$ cat src/ram_pkg_dummy.sv
// (intentionally none)

$ cat src/ramr_pkg.sv
// Package for the rational add/multiply/reduce block.
// Holds the width constants, the command codes and the sequencer state type.
// No dependencies.
package ramr_pkg;
  localparam int OPERAND_BITS = 15;
  localparam int OUT_BITS     = 2 * OPERAND_BITS + 1;
  localparam int CNT_BITS     = $clog2(OUT_BITS + 1);

  typedef enum logic [1:0] {
    CMD_MAKE = 2'd0,
    CMD_ADD  = 2'd1,
    CMD_MUL  = 2'd2,
    CMD_NONE = 2'd3
  } cmd_t;

  typedef enum logic [3:0] {
    ST_IDLE,
    ST_MUL1,
    ST_MUL2,
    ST_MUL3,
    ST_GCD_START,
    ST_GCD_DIV,
    ST_GCD_STEP,
    ST_DIVN_START,
    ST_DIVN,
    ST_DIVD_START,
    ST_DIVD,
    ST_DONE
  } state_t;

  typedef struct packed {
    logic start;
    logic busy;
    logic done;
  } div_ctl_t;
endpackage

$ cat src/rational_add_mul_reduce_top.sv
// Top level of the rational add/multiply/reduce block.
// Depends on ramr_pkg and ramr_div.
//
// Usage:
//   Input channel (valid/ready): cmd selects make (from a), add a+b or
//   multiply a*b on two 15-bit fractions with validity flags. One transfer
//   starts one computation; ready is low until the result has been taken.
//   Output channel (valid/ready): res_num/res_den/res_valid, the result
//   reduced by the GCD (a zero numerator leaves the denominator as is).
//   Invalid add/mul operands, a zero denominator or cmd 3 give 0/0, invalid.
// Sequencing:
//   Products are built by up to three passes through one 15x15 multiplier
//   (states MUL1 and MUL2 for multiply, MUL3 as well for add). GCD uses
//   Euclid with the shared restoring divider, one division per remainder
//   step (up to ~45 steps for 31-bit values), then two more divisions for
//   numerator and denominator. One item at a time.
// Reset: sync active-high rst returns the sequencer to idle, output empty.
// Stall: the result holds on the ports until ready; no new input meanwhile.
module rational_add_mul_reduce_top
  import ramr_pkg::*;
(
  input  logic                    clk,
  input  logic                    rst,
  input  logic                    in_valid,
  output logic                    in_ready,
  input  logic [1:0]              cmd,
  input  logic [OPERAND_BITS-1:0] a_num,
  input  logic [OPERAND_BITS-1:0] a_den,
  input  logic                    a_valid,
  input  logic [OPERAND_BITS-1:0] b_num,
  input  logic [OPERAND_BITS-1:0] b_den,
  input  logic                    b_valid,
  output logic                    out_valid,
  input  logic                    out_ready,
  output logic [OUT_BITS-1:0]     res_num,
  output logic [OUT_BITS-1:0]     res_den,
  output logic                    res_valid
);
  state_t state, state_next;

  // Operand latches
  logic [OPERAND_BITS-1:0] an, ad, bn, bd;
  cmd_t                    op;
  // Products and working values
  logic [OUT_BITS-1:0] num;     // unreduced numerator
  logic [OUT_BITS-1:0] den;     // unreduced denominator
  logic [OUT_BITS-1:0] gx, gy;  // Euclid pair
  // Shared multiplier
  logic [OPERAND_BITS-1:0]   mul_a, mul_b;
  logic [2*OPERAND_BITS-1:0] mul_p;
  // Divider
  logic                div_start;
  logic [OUT_BITS-1:0] div_n, div_d, div_q, div_r;
  div_ctl_t            dctl;

  logic ok;

  assign mul_p = mul_a * mul_b;

  ramr_div u_div (
    .clk      (clk),
    .rst      (rst),
    .start    (div_start),
    .dividend (div_n),
    .divisor  (div_d),
    .ctl      (dctl),
    .quotient (div_q),
    .remainder(div_r)
  );

  assign in_ready = (state == ST_IDLE);

  // Next state
  always_comb begin
    state_next = state;
    unique case (state)
      ST_IDLE: begin
        if (in_valid) state_next = ST_MUL1;
      end
      ST_MUL1: begin
        if (!ok) state_next = ST_DONE;
        else if (op == CMD_MAKE) state_next = ST_GCD_START;
        else state_next = ST_MUL2;
      end
      ST_MUL2: state_next = (op == CMD_ADD) ? ST_MUL3 : ST_GCD_START;
      ST_MUL3: state_next = ST_GCD_START;
      ST_GCD_START: begin
        if (num == '0 || den == '0) state_next = ST_DONE;
        else state_next = ST_GCD_DIV;
      end
      ST_GCD_DIV: begin
        if (dctl.done) state_next = ST_GCD_STEP;
      end
      ST_GCD_STEP: begin
        if (div_r == '0) state_next = ST_DIVN_START;
        else state_next = ST_GCD_DIV;
      end
      ST_DIVN_START: state_next = ST_DIVN;
      ST_DIVN: begin
        if (dctl.done) state_next = ST_DIVD_START;
      end
      ST_DIVD_START: state_next = ST_DIVD;
      ST_DIVD: begin
        if (dctl.done) state_next = ST_DONE;
      end
      ST_DONE: begin
        if (out_ready) state_next = ST_IDLE;
      end
      default: state_next = ST_IDLE;
    endcase
  end

  // Outputs and datapath control
  always_comb begin
    mul_a     = an;
    mul_b     = bd;
    div_start = 1'b0;
    div_n     = gx;
    div_d     = gy;
    unique case (state)
      ST_MUL1: begin
        mul_a = an;
        mul_b = (op == CMD_MUL) ? bn : bd;
      end
      ST_MUL2: begin
        mul_a = ad;
        mul_b = bd;
      end
      ST_MUL3: begin
        mul_a = ad;
        mul_b = bn;
      end
      // first remainder step starts on the raw pair
      ST_GCD_START: begin
        div_start = (num != '0) && (den != '0);
        div_n     = num;
        div_d     = den;
      end
      // next step divides the old divisor by the remainder
      ST_GCD_STEP: begin
        div_start = (div_r != '0);
        div_n     = gy;
        div_d     = div_r;
      end
      ST_DIVN_START: begin
        div_start = 1'b1;
        div_n     = num;
      end
      ST_DIVD_START: begin
        div_start = 1'b1;
        div_n     = den;
      end
      default: ;
    endcase
  end

  assign out_valid = (state == ST_DONE);

  always_ff @(posedge clk) begin
    if (rst) state <= ST_IDLE;
    else state <= state_next;
  end

  always_ff @(posedge clk) begin
    unique case (state)
      ST_IDLE: begin
        if (in_valid) begin
          an <= a_num;
          ad <= a_den;
          bn <= b_num;
          bd <= b_den;
          op <= cmd_t'(cmd);
          unique case (cmd_t'(cmd)) inside
            CMD_MAKE: ok <= (a_den != '0);
            CMD_ADD, CMD_MUL: ok <= a_valid && b_valid && (a_den != '0) && (b_den != '0);
            default: ok <= 1'b0;
          endcase
        end
      end
      ST_MUL1: begin
        if (!ok) begin
          res_num <= '0;
          res_den <= '0;
        end
        if (op == CMD_MAKE) begin
          num <= OUT_BITS'(an);
          den <= OUT_BITS'(ad);
        end else begin
          num <= OUT_BITS'(mul_p);
        end
      end
      ST_MUL2: den <= OUT_BITS'(mul_p);
      ST_MUL3: num <= num + OUT_BITS'(mul_p);
      ST_GCD_START: begin
        gx <= num;
        gy <= den;
        res_num   <= num;
        res_den   <= den;
      end
      ST_GCD_STEP: begin
        if (div_r != '0) begin
          gx <= gy;
          gy <= div_r;
        end
      end
      ST_DIVN: if (dctl.done) res_num <= div_q;
      ST_DIVD: if (dctl.done) res_den <= div_q;
      default: ;
    endcase
  end

  // Result valid flag; invalid results read as zero.
  always_ff @(posedge clk) begin
    if (rst) res_valid <= 1'b0;
    else if (state == ST_MUL1) res_valid <= ok;
  end
endmodule

$ cat src/ramr_div.sv
// Restoring divider, one quotient bit per cycle.
// Depends on ramr_pkg.
module ramr_div
  import ramr_pkg::*;
(
  input  logic                clk,
  input  logic                rst,
  input  logic                start,
  input  logic [OUT_BITS-1:0] dividend,
  input  logic [OUT_BITS-1:0] divisor,
  output div_ctl_t            ctl,
  output logic [OUT_BITS-1:0] quotient,
  output logic [OUT_BITS-1:0] remainder
);
  logic [OUT_BITS-1:0] q;
  logic [OUT_BITS-1:0] r;
  logic [OUT_BITS-1:0] d;
  logic [CNT_BITS-1:0] cnt;
  logic                busy;
  logic                done;
  logic [OUT_BITS:0]   trial;
  logic [OUT_BITS:0]   diff;

  assign trial = {r, q[OUT_BITS-1]};
  assign diff  = trial - {1'b0, d};

  always_ff @(posedge clk) begin
    if (rst) begin
      busy <= 1'b0;
      done <= 1'b0;
      cnt  <= '0;
    end else begin
      done <= 1'b0;
      if (start) begin
        busy <= 1'b1;
        cnt  <= CNT_BITS'(OUT_BITS);
      end else if (busy) begin
        cnt <= cnt - 1'b1;
        if (cnt == CNT_BITS'(1)) begin
          busy <= 1'b0;
          done <= 1'b1;
        end
      end
    end
  end

  always_ff @(posedge clk) begin
    if (start) begin
      q <= dividend;
      r <= '0;
      d <= divisor;
    end else if (busy) begin
      if (!diff[OUT_BITS]) begin
        r <= diff[OUT_BITS-1:0];
        q <= {q[OUT_BITS-2:0], 1'b1};
      end else begin
        r <= trial[OUT_BITS-1:0];
        q <= {q[OUT_BITS-2:0], 1'b0};
      end
    end
  end

  assign ctl.start = start;
  assign ctl.busy  = busy;
  assign ctl.done  = done;
  assign quotient  = q;
  assign remainder = r;
endmodule

$ cat config.mk
export PLATFORM = sky130hd
export DESIGN_NAME = rational_add_mul_reduce_top
export DESIGN_NICKNAME = d
export VERILOG_FILES = /design/src/ram_pkg_dummy.sv /design/src/ramr_pkg.sv /design/src/rational_add_mul_reduce_top.sv /design/src/ramr_div.sv
export SDC_FILE = /design/constraint.sdc
export NUM_CORES = 1
export LEC_CHECK = 0
export ABC_CLOCK_PERIOD_IN_PS = 21100
export BUFFER_PORTS_ARGS = -buffer_cell sky130_fd_sc_hd__buf_2
export CORE_ASPECT_RATIO = 0.6
export CORE_MARGIN = 10
export CORE_UTILIZATION = 50
export CTS_CLUSTER_SIZE = 40
export DETAILED_ROUTE_END_ITERATION = 16
export PLACE_DENSITY_LB_ADDON = 0.2
export SYNTH_ARGS = -nofsm -noshare
export SYNTH_HDL_FRONTEND = slang
export SYNTH_SLANG_ARGS = --single-unit
$ cat constraint.sdc
create_clock -name clk -period 21.1 [get_ports clk]
set_input_delay 2.11 -clock clk [delete_from_list [all_inputs] [get_ports clk]]
set_output_delay 2.11 -clock clk [all_outputs]
set_load 0.05 [all_outputs]
## Yosys cells after proc, flatten, opt, wreduce, memory -nomap -nowiden

Cells that the tools add are included.

- Register bits after elaboration: 354
- Input port bits: 68
- Logic and storage cells: 122

- Eq/ne operators: 24
- Mux-type cells: 40
- Reductions and logical operators: 33
- Bitwise operators: 1
- $mul: 1
- Add/sub/neg operators: 3

Operators with widths:

| kind | count |
|---|---|
| 31-bit case mux with 2 select lines | 5 |
| 31-bit case mux with 3 select lines | 3 |
| 31-bit 2-to-1 mux | 8 |
| 31-bit zero test | 3 |
| 31-bit nonzero test | 3 |
| 4-bit case mux with 12 select lines | 1 |
| 32-bit by 31-bit subtractor with 32-bit output | 1 |
| 31-bit by 30-bit adder with 31-bit output | 1 |
| 15-bit by 15-bit multiplier with 30-bit output | 1 |
| 15-bit 2-to-1 mux | 2 |
| 30-bit 2-to-1 mux | 1 |
| 15-bit case mux with 2 select lines | 1 |
| 15-bit nonzero test | 2 |
| 4-bit 2-to-1 mux | 7 |
| 4-bit by 3-bit equality test with 1-bit output, second input constant | 4 |
| 4-bit equality test, second input constant | 4 |
| 5-bit 2-to-1 mux | 2 |
| 4-bit by 2-bit equality test with 1-bit output, second input constant | 2 |
| 2-bit by 1-bit != test with 1-bit output, second input constant | 4 |
| 2-bit != test, second input constant | 4 |
| 2-bit nonzero test | 4 |
| 2-bit OR reduction | 4 |
| 3-bit 2-to-1 mux | 2 |
| 2-bit AND reduction | 3 |
| 18 further kinds | 30 |

## Logic depth before layout (Yosys ltp)

- Word-level depth: 6
- Depth in mapped cells: 42
- Gate-level depth less buffers: 40

## Cells and area by module

A second synthesis with hierarchy kept.

- Cells, all modules: 2660
- Area, all modules: 26310.2 um2

Modules (own cells, without submodules):

| module | times used | cells each | area each (um2) |
|---|---|---|---|
| rational_add_mul_reduce_top | 1 | 2115 | 20629.8 |
| ramr_div | 1 | 545 | 5680.4 |

## Worst setup path before layout

OpenSTA, ideal clock, no wires.

- Kind: register -> register
- Start point: reg state[0]
- End point: reg num[28], data pin
- Required time: 20.844 ns
- Setup slack: 10.856 ns
- Clock period less this slack: 10.244 ns
- Setup time: 0.256 ns
- Stages on the path, launching flop included: 39
- Arrival: 9.987 ns
- Cells stage by stage: dfxtp_1 clkbuf_1 nand2_1 nor2_1 o21ai_1 clkbuf_1 mux2i_1 clkbuf_1 nor2_1 fa_1 inv_1 fa_1 inv_1 fa_1 inv_1 fa_1 inv_1 fa_1 [... 3 more ...] nand3_1 nor3_1 nand3b_1 o21ai_0 o21bai_1 a21oi_1 xor2_1 inv_1 ha_1 nand4_1 nor2_1 nor4bb_1 o2111ai_1 a31oi_1 nor4_1 a211oi_1 xor2_1 a22o_1

- Word-level cells in the longest chain between the ends: 6

Ends and longest elaborated chain:

| element | RTL line | source |
|---|---|---|
| start, declared | rational_add_mul_reduce_top.sv:39 | `state_t state, state_next;` |
| start signal, assigned | rational_add_mul_reduce_top.sv:161 | `else state <= state_next;` |
| 4-bit by 2-bit equality test with 1-bit output | rational_add_mul_reduce_top.sv:120 | `unique case (state)` |
| 2-bit OR reduction (no source line) | -- |  |
| 15-bit 2-to-1 mux | rational_add_mul_reduce_top.sv:120 |  |
| 15-bit by 15-bit multiplier with 30-bit output * | rational_add_mul_reduce_top.sv:58 | `assign mul_p = mul_a * mul_b;` |
| via mul_p[18] | rational_add_mul_reduce_top.sv:50 | `logic [2*OPERAND_BITS-1:0] mul_p;` |
| 31-bit by 30-bit adder with 31-bit output * | rational_add_mul_reduce_top.sv:193 | `ST_MUL3: num <= num + OUT_BITS'(mul_p);` |
| 31-bit case mux with 2 select lines * | rational_add_mul_reduce_top.sv:165 | `unique case (state)` |
| end signal, assigned | rational_add_mul_reduce_top.sv:186 | `num <= OUT_BITS'(an);` |
| end signal, assigned | rational_add_mul_reduce_top.sv:189 | `num <= OUT_BITS'(mul_p);` |
| end signal, assigned | rational_add_mul_reduce_top.sv:193 |  |
| end, declared | rational_add_mul_reduce_top.sv:45 | `logic [OUT_BITS-1:0] num;` |

Mark *: on every way through the listed nets, which the timed path passes. The rest lies on a longest branch.
A chain may end at the register's enable or synchronous reset.

## Worst setup path in the final report

- Start point: reg state[2]
- End point: reg num[28], data pin

The elaborated chain is that of the path after synthesis.

==> metrics <==
Synth cell types=68; via count=19877; final setup violating endpoints=0; Worst-Margin Slew=1260 ps; Worst EP arrival=10990 ps; gpl congestion=0.961; CTS Buf Count=35; antenna violations before repair=3; RSZ-0062 raised after global routing=no; reg2reg end=num[28]; drt drc=0; Final nets=3039; routed vias/inst=5.99; mapped cell area=0.0249 mm^2; Final Max Tran Viols=0; CP Launch Type=flip-flop; die height=193 um; GRT overflow=0; register area share after synthesis=37.3%; row count=63; Port Buffer Count=132; first-pass GRT wire length=116000 um; setup bufs post-CTS=0; Yosys top cell area share=33.8%; layout cells sized above 1=10.2%; H-tree levels=2; DP Wirelength=57800 um; DRT iter0 DRCs=2168; Final Hold Viols=0; TritonCTS clock tree=done; Slew HR=15.6%; Area contributors post-synth=edfxtp_1 (34%), fa_1 (14%), ha_1 (8.1%), nand2_1 (5.3%), inv_1 (4.2%); predominant post-synthesis flop cell=edfxtp_1; R2R depth=34; Syn Inst Count=2542; Die Span X=308 um; maximum clock path buffer count=3; Post-synth EDFFs=280; DRT Pass-1 Iters=5; fin crit share=50.6%; post-place setup slack=10670 ps; WHS=555 ps; Yosys warning total=0; Root Driver=clkbuf_16; CTS resizes=0; number of global-route vias before repair=19443; cts hold-fix bufs=0; Clock Latency Late Sink=550 ps; clock sink total=323; P&R area growth vs syn=10.5%; ant diodes=0; Synth Register Bits=323; syn avg cell area=9.79 um^2; Fmax=0.0936 GHz; critical path capture point type=flip-flop; Critical Path RT=21400 ps; Post-Route WL=74400 um; CP bufs+invs=5; Die ar.=0.0594 mm^2; Syn Nets=2940; Top Ports=133; CP max-delay cell=nor2_4; worst hold start=u_div.remainder[11]; max_cap viols=0; largest net degree at the start of global routing=77; Top Family by Delay on Critical Path=adder cells; Hold Path Sink=u_div.remainder[11]; Max Clock Skew=26.0 ps; Yosys top cell by area=edfxtp_1; ANT nets after route=0; gr usage total=25.2%; R2R Setup Slk=10410 ps; worst hold path type=reg2reg; Post-synth ARST share=0%; setup_tns=0 ps; Starting Density=50.5%; min Tclk post-route=10690 ps; status=complete, no violations; WHS Path Cells=2; r2r startpoint=state[2]; fin worst setup slack=10410 ps; core area=0.0493 mm^2; fillers=4333; Worst path most repeated cell=fa_1; CP peak stage delay=890 ps; CP max FO=30; wire per inst=22.4 um; clock-pin slew on the worst setup and hold paths=70 ps; CP Class=reg2reg
==> per-stage QoR <==
stage	instance area [um^2]	util [%]	instances
6_report	27500	55.8	3316
5_1_grt	27500	55.8	3316
4_1_cts	27500	55.8	3316
3_5_place_dp	26300	53.4	3254
3_3_place_gp	26300	53.4	3254
2_1_floorplan	24900	-	2542
==> layer usage <==
layer	vias up	part of all wire, %	global-route usage, %
met5	-	0	0
met3	86	12	6.68
met4	0	1.5	4.45
met2	983	39	34.7
met1	9754	48	39.2
li1	9054	-	-
==> kinds of logic (layout without fill, tap and decap cells) <==
family          after synthesis  count (layout)  share of synthesized area, %
buf+inv                     388             512                          5.93
xor+xnor                     81              81                          2.85
mux                         119             119                          4.91
flops                       323             323                          37.3
compound gates              547             547                          14.4
fa+ha+maj                   330             330                          21.7
simple gates                754             754                          13.0
==> worst register-to-register path: cells and delay by family, from the launching register on <==
| kind | cells | cell delay, ps |
|---|---|---|
| AO/OA/AOI/OAI | 7 | 1730 |
| adder cells (fa/ha/maj) | 8 | 3740 |
| flip-flops | 1 | 490 |
| multiplexers | 1 | 860 |
| buffers and inverters | 5 | 300 |
| XOR/XNOR | 2 | 360 |
| AND/OR/NAND/NOR | 11 | 2960 |
==> layout by cell type (no fill, tap or decap), drive strengths merged, types with 6 or more instances in the layout <==
master | synthesis | routed
nand3 | 17 | 17
o22ai | 19 | 19
inv | 281 | 282
a31oi | 42 | 42
nor4 | 28 | 28
o21bai | 20 | 20
o31ai | 10 | 10
and2 | 7 | 7
buf | 12 | 169
o21ai | 114 | 114
a211oi | 29 | 29
clkbuf | 95 | 41
xnor2 | 54 | 54
nand2b | 39 | 39
ha | 161 | 161
clkinv | 0 | 14
dfxtp | 43 | 43
xor2 | 27 | 27
nand4 | 16 | 16
nand2 | 348 | 348
nor2b | 8 | 8
or3 | 6 | 6
a22oi | 25 | 25
mux2i | 94 | 94
nor3 | 16 | 16
a21oi | 125 | 125
edfxtp | 280 | 280
fa | 169 | 169
nor2 | 243 | 243
a22o | 66 | 66
mux2 | 25 | 25
o21a | 13 | 13
o211ai | 14 | 14
a21o | 39 | 39
or2 | 6 | 6
==> synth_stat cells, types with 9 or more instances <==
cell and count:
nand2_1 348, edfxtp_1 280, inv_1 280, nor2_1 243, fa_1 169, ha_1 161, a21oi_1 125, o21ai_0 100
clkbuf_1 95, mux2i_1 94, a22o_1 66, xnor2_1 54, dfxtp_1 43, a31oi_1 42, a21o_1 39, nand2b_1 39
a211oi_1 29, nor4_1 28, xor2_1 27, a22oi_1 25, mux2_2 25, o21bai_1 20, o22ai_1 19, nand3_1 17
nand4_1 16, nor3_1 16, o211ai_1 14, o21ai_1 14, o21a_1 13, o31ai_1 9
==> worst max-delay path by stage <==
stage / startpoint / end / cells past startpoint
after global placement: state[2] / num[28] / 34
after floorplan: state[0] / num[28] / 38
final: state[2] / num[28] / 34
after CTS: state[2] / num[28] / 34
after global routing: state[2] / num[28] / 36
after detailed placement: state[2] / num[28] / 34
==> cell type report <==
type,instances,area (um^2),share of cell area (%)
Multi-Input combinational cell,1831,14200,51.8
Sequential cell,323,9270,33.7
Inverter,281,1060,3.84
Timing Repair Buffer,169,938,3.41
Clock buffer,41,918,3.34
Tap cell,650,813,2.96
Clock inverter,21,256,0.933
==> state kept, by name, indices dropped and copies added, names as in the netlist, 15 cells and up <==
name and count:
bd 15, den 30, gy 31, res_den 31, bn 15, u_div.remainder 31
u_div.quotient 31, ad 15, num 31, an 15, res_num 31, u_div.d 31
Power is not shown: default switching activity piles up to over one toggle a cycle in this logic, so the estimate is an artifact.
